$ cat config.mk
export PLATFORM = sky130hd
export DESIGN_NAME = ctb_csr
export DESIGN_NICKNAME = d
export VERILOG_FILES = /design/src/rtl/core/catmull_rom_tangent_builder_top_assert.svh /design/src/rtl/core/ctb_pkg.sv /design/src/rtl/core/ctb_csr.sv
export SDC_FILE = /design/constraint.sdc
export NUM_CORES = 1
export LEC_CHECK = 0
export BUFFER_PORTS_ARGS = -buffer_cell sky130_fd_sc_hd__clkbuf_2
export CAP_MARGIN = 20
export CORE_UTILIZATION = 26
export CTS_CLUSTER_SIZE = 40
export DETAILED_ROUTE_END_ITERATION = 8
export PLACE_DENSITY = 0.81
export SLEW_MARGIN = 10
export SYNTH_ARGS = -nofsm -noshare
export SYNTH_HDL_FRONTEND = slang
export SYNTH_SLANG_ARGS = --single-unit
$ cat constraint.sdc
create_clock -name clock -period 1.2 [get_ports clock]
set_clock_uncertainty 0.15 [all_clocks]
set_input_delay 0.24 -clock clock [delete_from_list [all_inputs] [get_ports clock]]
set_output_delay 0.24 -clock clock [all_outputs]
set_load 0.01 [all_outputs]
$ cat src/rtl/core/catmull_rom_tangent_builder_top_assert.svh
// ----------------------------------------------------------------------------
// Assertion macros for the tangent builder
// Same-cycle and next-cycle implication checks, empty in synthesis.
// ----------------------------------------------------------------------------
`ifndef CATMULL_ROM_TANGENT_BUILDER_TOP_ASSERT_SVH
`define CATMULL_ROM_TANGENT_BUILDER_TOP_ASSERT_SVH
`ifndef SYNTHESIS
`define CTB_ASSERT_SAME(label, clk, rst, ante, cons) \
   label: assert property (@(posedge clk) disable iff (rst) (ante) |-> (cons)) \
      else $error("tangent builder check failed");
`define CTB_ASSERT_NEXT(label, clk, rst, ante, cons) \
   label: assert property (@(posedge clk) disable iff (rst) (ante) |=> (cons)) \
      else $error("tangent builder check failed");
`else
`define CTB_ASSERT_SAME(label, clk, rst, ante, cons)
`define CTB_ASSERT_NEXT(label, clk, rst, ante, cons)
`endif
`endif

$ cat src/rtl/core/ctb_pkg.sv
// ----------------------------------------------------------------------------
// ctb_pkg
// Types, codes and arithmetic helpers shared by the tangent builder.
// ----------------------------------------------------------------------------
`default_nettype none
package ctb_pkg;
   localparam int COORD_WIDTH = 32;
   localparam int INDEX_WIDTH = 16;
   localparam int WEIGHT_BITS = 30;
   localparam int ADDR_WIDTH  = 3;
   localparam int DATA_WIDTH  = 32;

   localparam logic [1:0] MODE_LINEAR = 2'd1;
   localparam logic [1:0] MODE_QUAD   = 2'd2;

   localparam logic REG_BEGIN_MODE = 1'b0;
   localparam logic REG_END_MODE   = 1'b1;

   typedef logic signed [COORD_WIDTH-1:0] coord_type;

   typedef struct packed {
      logic [1:0] begin_mode;
      logic [1:0] end_mode;
   } cfg_type;

   typedef enum logic {OP_SQRT, OP_DIV} op_type;

   typedef struct packed {
      logic   start;
      op_type op;
   } unit_cmd_type;

   typedef struct packed {
      logic busy;
      logic done;
   } unit_sts_type;

   typedef enum logic [4:0] {
      S_IDLE, S_HEAD, S_PREP, S_SHIFT, S_SQ_MUL, S_SQ_ACC,
      S_R1_GO, S_R1_WAIT, S_R2_GO, S_R2_WAIT, S_CHK, S_DV_GO, S_DV_WAIT,
      S_BL_MUL, S_BL_ACC, S_BL_RND, S_MID_OUT, S_TAIL
   } state_type;

   function automatic coord_type sat33(input logic signed [COORD_WIDTH:0] v);
      if (v > $signed({2'b00, {(COORD_WIDTH-1){1'b1}}}))
         return {1'b0, {(COORD_WIDTH-1){1'b1}}};
      if (v < $signed({2'b11, {(COORD_WIDTH-1){1'b0}}}))
         return {1'b1, {(COORD_WIDTH-1){1'b0}}};
      return v[COORD_WIDTH-1:0];
   endfunction

   // divide by 2^sh rounding half away from zero, then saturate
   function automatic coord_type round_sat(input logic signed [63:0] v, input int unsigned sh);
      logic [63:0]        m;
      logic [63:0]        r;
      logic signed [63:0] s;
      m = v[63] ? 64'(-v) : 64'(v);
      r = (m + ((64'd1 << sh) >> 1)) >> sh;
      s = v[63] ? -$signed(r) : $signed(r);
      if (s > 64'sd2147483647)
         return {1'b0, {(COORD_WIDTH-1){1'b1}}};
      if (s < -64'sd2147483648)
         return {1'b1, {(COORD_WIDTH-1){1'b0}}};
      return s[COORD_WIDTH-1:0];
   endfunction

   // 0.5 * (3*(b-a) - (d-c))
   function automatic coord_type quad_rule(input coord_type a, input coord_type b,
                                           input coord_type c, input coord_type d);
      logic signed [63:0] e;
      e = 64'sd3 * (64'(b) - 64'(a)) - (64'(d) - 64'(c));
      return round_sat(e, 1);
   endfunction
endpackage
`default_nettype wire

$ cat src/rtl/core/ctb_csr.sv
// ----------------------------------------------------------------------------
// ctb_csr
// APB register file holding the begin and end tangent rules.
// ----------------------------------------------------------------------------
`default_nettype none
module ctb_csr (
   input  wire logic                           clock,
   input  wire logic                           reset,
   input  wire logic                           csr_psel,
   input  wire logic                           csr_penable,
   input  wire logic                           csr_pwrite,
   input  wire logic [ctb_pkg::ADDR_WIDTH-1:0] csr_paddr,
   input  wire logic [ctb_pkg::DATA_WIDTH-1:0] csr_pwdata,
   output logic      [ctb_pkg::DATA_WIDTH-1:0] csr_prdata,
   output logic                                csr_pready,
   output ctb_pkg::cfg_type                    cfg
);
   import ctb_pkg::*;

   cfg_type cfg_ff;
   cfg_type cfg_in;
   logic    wr_en;

   assign csr_pready = 1'b1;
   assign wr_en      = csr_psel && csr_penable && csr_pwrite;

   always_comb begin
      cfg_in = cfg_ff;
      if (wr_en) begin
         unique case (csr_paddr[2])
            REG_BEGIN_MODE: cfg_in.begin_mode = csr_pwdata[1:0];
            REG_END_MODE:   cfg_in.end_mode   = csr_pwdata[1:0];
            default:        cfg_in = cfg_ff;
         endcase
      end
   end

   always_ff @(posedge clock) begin
      if (reset) begin
         cfg_ff <= '0;
      end else begin
         cfg_ff <= cfg_in;
      end
   end

   always_comb begin
      unique case (csr_paddr[2])
         REG_BEGIN_MODE: csr_prdata = {{(DATA_WIDTH-2){1'b0}}, cfg_ff.begin_mode};
         REG_END_MODE:   csr_prdata = {{(DATA_WIDTH-2){1'b0}}, cfg_ff.end_mode};
         default:        csr_prdata = '0;
      endcase
   end

   assign cfg = cfg_ff;
endmodule
`default_nettype wire

# After elaboration in Yosys (flattened, before gate mapping)
# Cells that the tools add are included.
op_classes:
  mux: 1
  bitwise_logic: 1
  reduce_logical: 4
ops:
  columns: ["operator", "n"]
  rows:
  - ["$pmux W32 S2", 1]
  - ["$reduce_and A2 Y1", 2]
  - ["$logic_and A1 B1 Y1", 2]
  - ["$not A1 Y1", 1]
word_totals:
  regBits: 4
  input_bits: 40
  out_inout_bits: 37
  wordCells: 8

# Longest topological paths before layout
logic_depth:
  ltp_word: 3
  mapped_depth: 2
  mapped_depth_nobuf: 2

# Least setup slack after synthesis
# Ideal clock, no wire load.
synth_timing:
  kind: "register to output"
  startpoint: "reg cfg_ff (netlist bit cfg[0])"
  endpoint: "out csr_prdata[0] (netlist name)"
  arrival_ps: 618
  required_ps: 810
  slack_ps: 192
  stages_incl_launch_ff: 2
  path_buffers: 0
  path_cell_list: "dfxtp_1 -> mux2_2"
synth_between:
  elab_chain_len: 1
synth_lines:
  columns: ["element", "line_no", "rtl"]
  rows:
  - ["start: declaration", "ctb_csr.sv:20", "cfg_type cfg_ff;"]
  - ["start signal: assignment", "ctb_csr.sv:42", "cfg_ff <= cfg_in;"]
  - ["$pmux W32 S2", "ctb_csr.sv:47", "unique case (csr_paddr[2])"]
  - ["end: declaration", "ctb_csr.sv:14", "output logic [ctb_pkg::DATA_WIDTH-1:0] csr_prdata,"]
# No other way between the ends. The select of a mux whose other input is x is not followed.

# Worst setup path in the final report
layout_timing:
  startpoint: "reg cfg_ff (netlist bit cfg[3])"
  endpoint: "out csr_prdata[1] (netlist name)"
# The elaborated chain is that of the path after synthesis.

==> metrics.md <==
| Metric | Value |
|---|---|
| Antenna Violating Nets Remaining | 0 |
| Max VDD drop | 0.343 mV |
| Floorplan row count | 14 |
| Max_cap viols | 0 |
| CP startpoint kind | flop |
| Mean cell area of the mapped netlist | 8.64 µm² |
| R2r endpoint | cfg[0] |
| # diodes | 0 |
| Mapped cell area | about 440 µm² |
| I/O Buffers | 13 |
| Met3 Usage GRT | between 2 and 3% |
| Die area | 1860 µm² |
| Vias/cell | between 3 and 4 |
| Share of layout cells above drive strength 1 | 39.1% |
| Final net count | 111 |
| Data arrival, critical path | 0.93 ns |
| CTS Root Cell | clkbuf_4 |
| Internal reg-to-reg setup slack | 0.36 ns |
| Post-Route WL | around 660 µm |
| CTS H-Tree Depth | 1 |
| Crit. Startpoint | cfg[3] |
| Number of buffers created by CTS | 3 |
| CP Max Fanout | 2 |
| Highest clock rate | approximately 760 MHz |
| Final setup margin | -0.124 ns |
| Final setup fails | 2 |
| Vias in the first global route | 234 |
| RSZ-0062 raised after global routing | yes |
| Die width | 43.2 µm |
| Seq/Total Area, Yosys | a little under a fifth |
| I/O pins | 77 |
| Cell area after placement | between 400 and 500 µm² |
| Failing checks | negative setup slack |
| Setup TNS | -0.241 ns |
| Clock latency on the worst-skew pair | around 0.23 ns |
| Min Hold Slack | 0.118 ns |
| Setup crit end kind | output port |
| Worst Hold Class | in2reg |
| Initial Utilization | between 20% and 30% |
| PD cells | approximately 820 nW/µm² |
| Synth Instances | between 50 and 60 |
| Fin crit period | ~1.3 ns |
| FF-to-FF Start | cfg[0] |
| Crit share post-route | 110% |
| Count of cell types in the netlist | 8 |
| GRT Resource Usage Total | 7.09% |
| Yosys warnings | 0 |
| Drt drc | 0 |
| Post-CTS Hold Buffers | 0 |
| Design area | between 400 and 500 µm² |
| # clock sinks | 4 |
| Initial antenna violation count | 0 |
| Largest net degree at the start of global routing | 7 |
| TritonRoute pass-1 iters | 4 |
| Vias after detailed routing | 290 |
| 1st-iter DRT viols | 1 |
| Grt total ovfl | 0 |
| Crit Path Category | reg2out |
| First-pass GRT wire length | 924 µm |
| CORE AREA | about 1500 µm² |
| Grt met2 use | about 11% |
| Outcome | finished, violations left |
| M1 GR Usage | 7.16% |
| Largest register FFs | 4 |
| DP HPWL | 489 µm |
| Clock slew at reported path FFs | around 0.04 ns |
| Worst setup endpoint | csr_prdata[1] |
| Reg2reg path depth | 3 |
| P&R area growth vs syn | 10.8% |
| Avg WL per Cell | roughly 7.8 µm |
| Hold Vio Cnt, Final | 0 |
| Hold path depth | 3 |
| Routability cong. | 0.681 |
| Count of pins over their slew limit | 0 |
| CTS tree | yes |
| Die height | approximately 43 µm |
| Filler cell count | 172 |
| Required time of the critical path | 0.81 ns |
| Layer with the highest usage | met2 |
| Synth Register Bits | 4 |
| Max Buffers Root-to-Sink | 2 |
| Leakage | about 0.00028 µW |
## area by class of cell
| cell class | instances | area [µm²] | area share [%] |
|---|---|---|---|
| multi-input combinational | 45 | 240 | 49.2 |
| tap | 16 | 20.0 | 4.10 |
| clock buffer | 3 | 22.5 | 4.62 |
| sequential | 4 | 85.1 | 17.4 |
| timing repair buffer | 17 | 120 | 24.6 |
## metrics by stage
step,instances,power (µW),setup WS [ns],util [%]
2_1_floorplan,80,274,0.192,-
3_3_place_gp,78,218,-0.00237,26.1
3_5_place_dp,78,220,-0.0186,26.1
4_1_cts,85,400,-0.126,30.0
5_1_grt,85,416,-0.139,31.7
6_report,85,400,-0.124,31.7
## layer usage
| layer | vias up | part of all wire (%) |
|---|---|---|
| li1 | 136 | - |
| met1 | 123 | 32 |
| met2 | 31 | 54 |
| met3 | 0 | 13 |
| met4 | 0 | 0 |
| met5 | - | 0 |
## logic make-up (layout without fill, tap and decap cells)
kind of cell,count (synthesis),in the layout,synth area share (%)
flops,4,4,18.2
buf+inv,31,20,52.8
mux,6,6,14.2
simple gates,8,8,13.1
other cells,2,31,1.71
## power by group
group	internal (µW)	switching (µW)	leakage [µW]
logic	28.6	61.5	0.000237
registers	137	1.74	0.0000343
clock network	112	59.1	0.0000138
## worst max-delay path: stages, from the launching register on
cell,delay [ns]
dfxtp_2,0.31
mux2_4,0.27
buf_6,0.12
## placed cells by master, fill, tap and decap left out
cell and count:
conb_1 31, clkbuf_2 9, nand2b_1 6, mux2i_1 4, dfxtp_2 4, buf_6 4, buf_4 4, clkbuf_4 3
mux2_2 1, mux2_4 1, and4b_4 1, nand4_1 1
## Yosys cell counts (all sizes together)
library cell	count	area, µm²
mux2	2	22.5
nand4	1	6.26
dfxtp	4	80.1
and4b	1	13.8
nand2b	6	37.5
buf	31	233
mux2i	4	40.0
conb	2	7.51
## worst min-delay path by stage
stage,startpoint,end
floorplan,csr_pwdata[0],cfg[0]
global placement,cfg[3],cfg[3]
detailed placement,cfg[2],cfg[2]
CTS,csr_pwdata[0],cfg[0]
global route,csr_pwdata[0],cfg[2]
finish,csr_pwdata[0],cfg[0]
## timing repair
action / in CTS / in global routing
setup endpoints to repair: 2 / 5
resized for setup: 5 / 8
buffers inserted: 4 / 0
Note: power is estimated with default switching activity, not from simulation.
