File: config.mk
export PLATFORM = sky130hd
export DESIGN_NAME = ctb_root_div
export DESIGN_NICKNAME = d
export VERILOG_FILES = /design/src/rtl/core/catmull_rom_tangent_builder_top_assert.svh /design/src/rtl/core/ctb_pkg.sv /design/src/rtl/core/ctb_root_div.sv
export SDC_FILE = /design/constraint.sdc
export NUM_CORES = 1
export LEC_CHECK = 0
export BUFFER_PORTS_ARGS = -buffer_cell sky130_fd_sc_hd__clkbuf_2
export CORE_UTILIZATION = 57
export DETAILED_ROUTE_END_ITERATION = 6
export PLACE_DENSITY_LB_ADDON = 0.12
export SYNTH_ARGS = -nofsm -noshare
export SYNTH_HDL_FRONTEND = slang
export SYNTH_SLANG_ARGS = --single-unit
File: constraint.sdc
create_clock -name clock -period 5.4 [get_ports clock]
set_clock_uncertainty 0.2 [all_clocks]
set_input_delay 0.54 -clock clock [delete_from_list [all_inputs] [get_ports clock]]
set_output_delay 0.54 -clock clock [all_outputs]
set_load 0.01 [all_outputs]
File: src/rtl/core/catmull_rom_tangent_builder_top_assert.svh
// ----------------------------------------------------------------------------
// Assertion macros for the tangent builder
// Same-cycle and next-cycle implication checks, empty in synthesis.
// ----------------------------------------------------------------------------
`ifndef CATMULL_ROM_TANGENT_BUILDER_TOP_ASSERT_SVH
`define CATMULL_ROM_TANGENT_BUILDER_TOP_ASSERT_SVH
`ifndef SYNTHESIS
`define CTB_ASSERT_SAME(label, clk, rst, ante, cons) \
   label: assert property (@(posedge clk) disable iff (rst) (ante) |-> (cons)) \
      else $error("tangent builder check failed");
`define CTB_ASSERT_NEXT(label, clk, rst, ante, cons) \
   label: assert property (@(posedge clk) disable iff (rst) (ante) |=> (cons)) \
      else $error("tangent builder check failed");
`else
`define CTB_ASSERT_SAME(label, clk, rst, ante, cons)
`define CTB_ASSERT_NEXT(label, clk, rst, ante, cons)
`endif
`endif

File: src/rtl/core/ctb_pkg.sv
// ----------------------------------------------------------------------------
// ctb_pkg
// Types, codes and arithmetic helpers shared by the tangent builder.
// ----------------------------------------------------------------------------
`default_nettype none
package ctb_pkg;
   localparam int COORD_WIDTH = 32;
   localparam int INDEX_WIDTH = 16;
   localparam int WEIGHT_BITS = 30;
   localparam int ADDR_WIDTH  = 3;
   localparam int DATA_WIDTH  = 32;

   localparam logic [1:0] MODE_LINEAR = 2'd1;
   localparam logic [1:0] MODE_QUAD   = 2'd2;

   localparam logic REG_BEGIN_MODE = 1'b0;
   localparam logic REG_END_MODE   = 1'b1;

   typedef logic signed [COORD_WIDTH-1:0] coord_type;

   typedef struct packed {
      logic [1:0] begin_mode;
      logic [1:0] end_mode;
   } cfg_type;

   typedef enum logic {OP_SQRT, OP_DIV} op_type;

   typedef struct packed {
      logic   start;
      op_type op;
   } unit_cmd_type;

   typedef struct packed {
      logic busy;
      logic done;
   } unit_sts_type;

   typedef enum logic [4:0] {
      S_IDLE, S_HEAD, S_PREP, S_SHIFT, S_SQ_MUL, S_SQ_ACC,
      S_R1_GO, S_R1_WAIT, S_R2_GO, S_R2_WAIT, S_CHK, S_DV_GO, S_DV_WAIT,
      S_BL_MUL, S_BL_ACC, S_BL_RND, S_MID_OUT, S_TAIL
   } state_type;

   function automatic coord_type sat33(input logic signed [COORD_WIDTH:0] v);
      if (v > $signed({2'b00, {(COORD_WIDTH-1){1'b1}}}))
         return {1'b0, {(COORD_WIDTH-1){1'b1}}};
      if (v < $signed({2'b11, {(COORD_WIDTH-1){1'b0}}}))
         return {1'b1, {(COORD_WIDTH-1){1'b0}}};
      return v[COORD_WIDTH-1:0];
   endfunction

   // divide by 2^sh rounding half away from zero, then saturate
   function automatic coord_type round_sat(input logic signed [63:0] v, input int unsigned sh);
      logic [63:0]        m;
      logic [63:0]        r;
      logic signed [63:0] s;
      m = v[63] ? 64'(-v) : 64'(v);
      r = (m + ((64'd1 << sh) >> 1)) >> sh;
      s = v[63] ? -$signed(r) : $signed(r);
      if (s > 64'sd2147483647)
         return {1'b0, {(COORD_WIDTH-1){1'b1}}};
      if (s < -64'sd2147483648)
         return {1'b1, {(COORD_WIDTH-1){1'b0}}};
      return s[COORD_WIDTH-1:0];
   endfunction

   // 0.5 * (3*(b-a) - (d-c))
   function automatic coord_type quad_rule(input coord_type a, input coord_type b,
                                           input coord_type c, input coord_type d);
      logic signed [63:0] e;
      e = 64'sd3 * (64'(b) - 64'(a)) - (64'(d) - 64'(c));
      return round_sat(e, 1);
   endfunction
endpackage
`default_nettype wire

File: src/rtl/core/ctb_root_div.sv
// ----------------------------------------------------------------------------
// ctb_root_div
// Shared compare/subtract unit: integer square root or restoring division.
// ----------------------------------------------------------------------------
`default_nettype none
module ctb_root_div (
   input  wire logic                clock,
   input  wire logic                reset,
   input  ctb_pkg::unit_cmd_type    cmd,
   input  wire logic [63:0]         radicand,
   input  wire logic [31:0]         numer,
   input  wire logic [32:0]         divisor,
   output ctb_pkg::unit_sts_type    sts,
   output logic      [31:0]         result
);
   import ctb_pkg::*;

   logic [34:0] rem_ff, rem_in;
   logic [31:0] acc_ff, acc_in;
   logic [63:0] opnd_ff, opnd_in;
   logic [32:0] div_ff, div_in;
   logic [4:0]  cnt_ff, cnt_in;
   op_type      op_ff, op_in;
   logic        busy_ff, busy_in;
   logic        done_ff, done_in;
   logic [34:0] rem_sh;
   logic [34:0] trial;
   logic        ge;

   always_comb begin
      if (op_ff == OP_SQRT) begin
         rem_sh = {rem_ff[32:0], opnd_ff[63:62]};
         trial  = {1'b0, acc_ff, 2'b01};
      end else begin
         rem_sh = {rem_ff[33:0], opnd_ff[63]};
         trial  = {2'b00, div_ff};
      end
      ge = (rem_sh >= trial);
   end

   always_comb begin
      rem_in  = rem_ff;
      acc_in  = acc_ff;
      opnd_in = opnd_ff;
      div_in  = div_ff;
      cnt_in  = cnt_ff;
      op_in   = op_ff;
      busy_in = busy_ff;
      done_in = 1'b0;
      if (busy_ff) begin
         rem_in  = ge ? rem_sh - trial : rem_sh;
         acc_in  = {acc_ff[30:0], ge};
         opnd_in = (op_ff == OP_SQRT) ? {opnd_ff[61:0], 2'b00} : {opnd_ff[62:0], 1'b0};
         cnt_in  = cnt_ff - 5'd1;
         if (cnt_ff == 5'd0) begin
            busy_in = 1'b0;
            done_in = 1'b1;
         end
      end else if (cmd.start) begin
         op_in   = cmd.op;
         busy_in = 1'b1;
         acc_in  = '0;
         div_in  = divisor;
         if (cmd.op == OP_SQRT) begin
            rem_in  = '0;
            opnd_in = radicand;
            cnt_in  = 5'd31;
         end else begin
            // top quotient bits are zero, so start from the upper dividend bits
            rem_in  = {4'b0, numer[31:1]};
            opnd_in = {numer[0], 63'b0};
            cnt_in  = 5'd30;
         end
      end
   end

   always_ff @(posedge clock) begin
      if (reset) begin
         busy_ff <= 1'b0;
         done_ff <= 1'b0;
      end else begin
         busy_ff <= busy_in;
         done_ff <= done_in;
      end
      rem_ff  <= rem_in;
      acc_ff  <= acc_in;
      opnd_ff <= opnd_in;
      div_ff  <= div_in;
      cnt_ff  <= cnt_in;
      op_ff   <= op_in;
   end

   assign sts.busy = busy_ff;
   assign sts.done = done_ff;
   assign result   = acc_ff;
endmodule
`default_nettype wire

* Yosys cells after proc, flatten, opt, wreduce, memory -nomap -nowiden
Index checks and enable logic that the tools add are counted.
** Operators by class
- Reductions and logical operators :: 4
- Div/mod/pow operators :: 0
- Shift-type cells :: 0
- Order comparisons :: 1
- Bitwise operators :: 1
- Multipliers :: 0
- Equality and inequality tests :: 0
- $add $sub $neg :: 2
- Muxes and demuxes :: 19
** Operators by type and width (count)
- 64-bit two-way mux :: 4
- 34-bit two-way mux :: 4
- 32-bit two-way mux :: 2
- 35-bit by 34-bit greater-or-equal comparator with 1-bit output :: 1
- 35-bit two-way mux :: 1
- 34-bit subtractor :: 1
- 31-bit two-way mux :: 1
- 5-bit two-way mux :: 2
- 5-bit logical NOT :: 1
- 1-bit two-way mux :: 5
- 5-bit by 1-bit subtractor with 5-bit output, second input constant :: 1
- 2-bit AND reduction :: 1
- 2-bit nonzero test :: 1
- 2-bit OR reduction :: 1
- 1-bit inverter :: 1
** Word-level totals
- Logic and storage cells :: 35
- Latch bits :: 0
- Memory bits (writable) :: 0
- Register bits after elaboration :: 171
- Memories kept :: 0
- ROM bits :: 0
- Output and inout bits :: 34
- Input port bits :: 133

* Longest topological paths before layout
- Depth after elaboration :: 4
- Gate-level depth with buffers :: 20

* Worst setup path before layout
Ideal clock, no wire load.
- Path type :: register to register
- Start point :: register op_ff
- End point :: register rem_ff[15], data pin
- Clock period less this slack :: 4722 ps
- Library setup time :: 266 ps
- Data required time :: 4934 ps
- Arrival time :: 4255 ps
- Setup slack :: 678 ps
- Cell stages (with the launch flop) :: 21
- Cells stage by stage :: edfxtp_1 -> clkbuf_1 -> clkbuf_1 -> buf_2 -> buf_2 -> buf_1 -> mux2i_1 -> ha_1 -> buf_6 -> a21o_1 -> a21o_1 -> a2111oi_2 -> nor3_1 -> nand2_1 -> a21oi_2 -> nor3_2 -> o21a_2 -> buf_12 -> buf_12 -> mux2i_1 -> o21ai_1
** Between the ends
- Cells in the longest elaborated chain, start to end :: 4
- Elaborated cells between the ends (all ways) :: 6
- Those cells by class :: add/sub: 1; order compare: 1; mux: 4
** RTL lines
- start: declaration :: RTL line ctb_root_div.sv:23 : op_type op_ff, op_in;
- start signal: assignment :: RTL line ctb_root_div.sv:90 : op_ff <= op_in;
- 35-bit two-way mux / 34-bit two-way mux (equally long branches) :: RTL line ctb_root_div.sv:31 : if (op_ff == OP_SQRT) begin
- 34-bit subtractor / 35-bit by 34-bit greater-or-equal comparator with 1-bit output (equally long branches) :: RTL line ctb_root_div.sv:51, ctb_root_div.sv:38
- 34-bit two-way mux * :: RTL line ctb_root_div.sv:51 : rem_in = ge ? rem_sh - trial : rem_sh;
- 34-bit two-way mux * :: RTL line ctb_root_div.sv:50 : if (busy_ff) begin
- named net rem_in[15] :: RTL line ctb_root_div.sv:18 : logic [34:0] rem_ff, rem_in;
- end signal: assignment :: RTL line ctb_root_div.sv:85 : rem_ff <= rem_in;
- end: declaration :: RTL line ctb_root_div.sv:18
The timed path passes the listed nets; every way through them passes the cells marked *.
A chain may end at the register's enable or synchronous reset.

* Final worst setup path
- Start point :: register op_ff
- End point :: register rem_ff[9], data pin
Same word-level chain as after synthesis.

==> results.toml <==
[run_status]
outcome = "finished, final reports clean"

[synthesis]
ys_warn_count = 0
syn_avg_cell_area_um2 = 11.4
synth.yosys.seq_area_share = 0.507
yosys.area_share.simple = 0.100
synthAdderAreaFrac = 0.0454
synth_flop_cell = "edfxtp_1"
synth_cell_types = 62
synth_mux_area_frac = 0.159
synthArstFlopShare = 0
ys_ff_latch = 171
synth_top_family_by_area = "multiplexers"
syn_inst = 886
synth_compound_area_frac = 0.126
synth-xor-area-share = 0.0278
synth_edf_count = 169
syn_nets = 1055
synth_area_um2 = 10100

[floorplanning]
die_y_um = 135
ios = 167
dieArea_um2 = 18200
core-area_um2 = 17300
initial_core_util = 0.583
die_w_um = 135
fp-row-count = 48

[cts]
clock_tree.buffer_depth = 2
cts_tree = "done"
cts_hold_repair.buffers = 0
post_cts_buffers = 0
clk_latency_ns = 0.44
cts_resized = 0
ctsRootBufferMaster = "clkbuf_16"
clock-sinks = 171
ctsHtreeMaxLevel = 4
cts_buffers = 17
clk_pin_slew_worst_paths_ns = 0.06

[drt]
dr.first_iter.drc_count = 538
drc = 0
viasPerCell = 5.73
first_pass_iters = 5
final_antenna_net_count = 0
vias = 7258
wirelength_mm = 22.2
wl_per_cell_um = 17.5

[min_path]
hp-start = "reset"
hold_class = "in2reg"

[layout]
fillers = 1338
final_core_util = 0.673
multiInputGateArea_um2 = 4640
final_nets = 1197
drive_above_1_share = 0.239
seqCellArea_um2 = 5120
fin_area_um2 = 11600
n_antenna_cell = 0
syn_to_final_growth_pct = 15.4

[sta]
worst_slew_pin_slew_ns = 1.09
fmaxAchievable_mhz = 211
relSlewSlack = 0.274
maxSlewViolCount = 0
fin_crit_ns = 4.73
fin_hold_ws_ns = 0.0737
setup_violations = 0
rsz0062_at_grt = "no"
period_share = 0.876
fin_ws_ns = 0.670
final-hold-violation-count = 0
setup_tns_ns = 0

[grt]
antenna_found_initial = 0
grt_overflow_total = 0
grt_use_total = 0.250
grt_pass1_wl_mm = 35.1
grt_max_degree = 82
grt_pass1_vias = 7073

[setup_path]
cp_max_fo = 69
cp-startpoint = "op_ff$_DFFE_PP_"
crit_type = "reg2reg"
worstSetupEndpointType = "register"
start_kind = "register"
reg2reg_from = "op_ff$_DFFE_PP_"
crit_required_ns = 5.37
arrival_ns = 4.70

[power_and_ir_drop]
power.density_nw_per_um2 = 393
max-vdd-ir-drop_mv = 0.271
p_leak_nw = 4.95

[place]
gp_congestion = 0.876
pre_cts_slack_ns = 0.807
port_buffers = 166
dp_hpwl_mm = 14.8
place_area_um2 = 11000

[run]
maxCapViolCount = 0
[metrics by stage]
| stage | total power [mW] | instances |
|---|---|---|
| global placement | 3.25 | 1234 |
| global route | 4.81 | 1266 |
| detailed placement | 3.27 | 1234 |
| CTS | 4.57 | 1266 |
| floorplan | 2.98 | 886 |
| finish | 4.58 | 1266 |
[kinds of logic after synthesis]
family                     Yosys count
buffers and inverters               67
DFF                                171
xor gates and xnor gates            32
AOI/OAI and AO/OA                  210
and+or+nand+nor                    214
adders and majority gates           36
muxes                              156
[synth_stat cells, types with 2 or more instances]
library cell | number | area [µm²]
a211oi_1 | 5 | 37.5
a21boi_0 | 2 | 15.0
a21o_1 | 21 | 158
a21oi_1 | 36 | 180
a22o_1 | 4 | 35.0
a311oi_1 | 2 | 17.5
a31oi_1 | 6 | 37.5
a32o_1 | 3 | 30.0
and2_1 | 32 | 200
and3_1 | 2 | 12.5
buf_1 | 9 | 33.8
buf_12 | 4 | 80.1
buf_2 | 5 | 25.0
buf_4 | 2 | 15.0
clkbuf_1 | 31 | 116
dfxtp_1 | 2 | 40.0
edfxtp_1 | 169 | 5070
ha_1 | 35 | 438
inv_1 | 14 | 52.6
mux2_1 | 2 | 22.5
mux2_2 | 34 | 383
mux2i_1 | 120 | 1200
nand2_1 | 108 | 405
nand2b_1 | 10 | 62.6
nand3_1 | 15 | 75.1
nand4_1 | 4 | 25.0
nor2_1 | 20 | 75.1
nor2b_1 | 4 | 25.0
nor3_1 | 5 | 25.0
nor4_1 | 2 | 12.5
o211ai_1 | 6 | 45.0
o21a_1 | 10 | 75.1
o21ai_0 | 75 | 375
o21ai_1 | 25 | 125
o31a_1 | 2 | 17.5
or3_1 | 4 | 25.0
xnor2_1 | 21 | 184
xor2_1 | 11 | 96.3
[sequential cells by signal (all words and copies together) (netlist names)]
register	cells
result	32
done_ff	1
cnt_ff	5
rem_ff	34
div_ff	33
busy_ff	1
op_ff	1
opnd_ff	64
[per-layer routing]
metal / vias up / part of all wire / global-route usage
li1: 3575 / - / -
met1: 3420 / 0.45 / 0.333
met2: 226 / 0.47 / 0.403
met3: 37 / 0.054 / 0.0469
met4: 0 / 0.022 / 0.103
met5: - / 0 / 0
[critical path: stages (launching register included)]
cell	delay, ns
edfxtp_1	0.40
buf_12	0.37
mux2_2	0.41
ha_1	0.40
a21oi_1	0.31
o21ai_0	0.19
o2bb2ai_1	0.16
nor2_1	0.37
a21oi_2	0.14
nor3_2	0.20
o21a_2	0.52
buf_4	0.35
mux2i_1	0.28
o21ai_1	0.10
[worst paths after layout]
kind	end	slack (ns)	depth (start not counted)
min reg2reg	done_ff$_SDFF_PP0_	0.29	1
min	busy_ff$_SDFF_PP0_	0.07	2
max	rem_ff[9]$_DFFE_PP_	0.67	13
max reg2reg	rem_ff[9]$_DFFE_PP_	0.67	13
[where the power goes]
group,internal (mW),switching [mW],total (mW)
logic,0.668,0.868,1.54
clock network,0.775,0.516,1.29
registers,1.67,0.0833,1.75
total,3.11,1.47,4.58
[final cells by class]
type	count	area share
tap	225	0.0242
clock inverter	11	0.0145
inverter	14	0.00473
sequential	171	0.440
clock buffer	21	0.0378
timing repair buffer	176	0.0800
multi-input combinational	648	0.399
[layout by cell type, fill, tap and decap left out, types with 3 or more instances in the layout]
| cell type | Yosys | layout |
|---|---|---|
| a211oi_1 | 5 | 5 |
| a21o_1 | 21 | 21 |
| a21oi_1 | 36 | 36 |
| a22o_1 | 4 | 4 |
| a31oi_1 | 6 | 6 |
| a32o_1 | 3 | 3 |
| and2_1 | 32 | 32 |
| buf_4 | 2 | 8 |
| bufinv_16 | 0 | 4 |
| clkbuf_1 | 31 | 4 |
| clkbuf_16 | 0 | 17 |
| clkbuf_2 | 1 | 166 |
| edfxtp_1 | 169 | 169 |
| ha_1 | 35 | 35 |
| inv_1 | 14 | 12 |
| mux2_2 | 34 | 34 |
| mux2i_1 | 120 | 120 |
| nand2_1 | 108 | 108 |
| nand2b_1 | 10 | 10 |
| nand3_1 | 15 | 15 |
| nand4_1 | 4 | 4 |
| nor2_1 | 20 | 19 |
| nor3_1 | 5 | 5 |
| o211ai_1 | 6 | 6 |
| o21a_1 | 10 | 10 |
| o21ai_0 | 75 | 75 |
| o21ai_1 | 25 | 25 |
| or3_1 | 4 | 4 |
| xnor2_1 | 21 | 21 |
| xor2_1 | 11 | 11 |
Power figures use the tool's default switching activity.
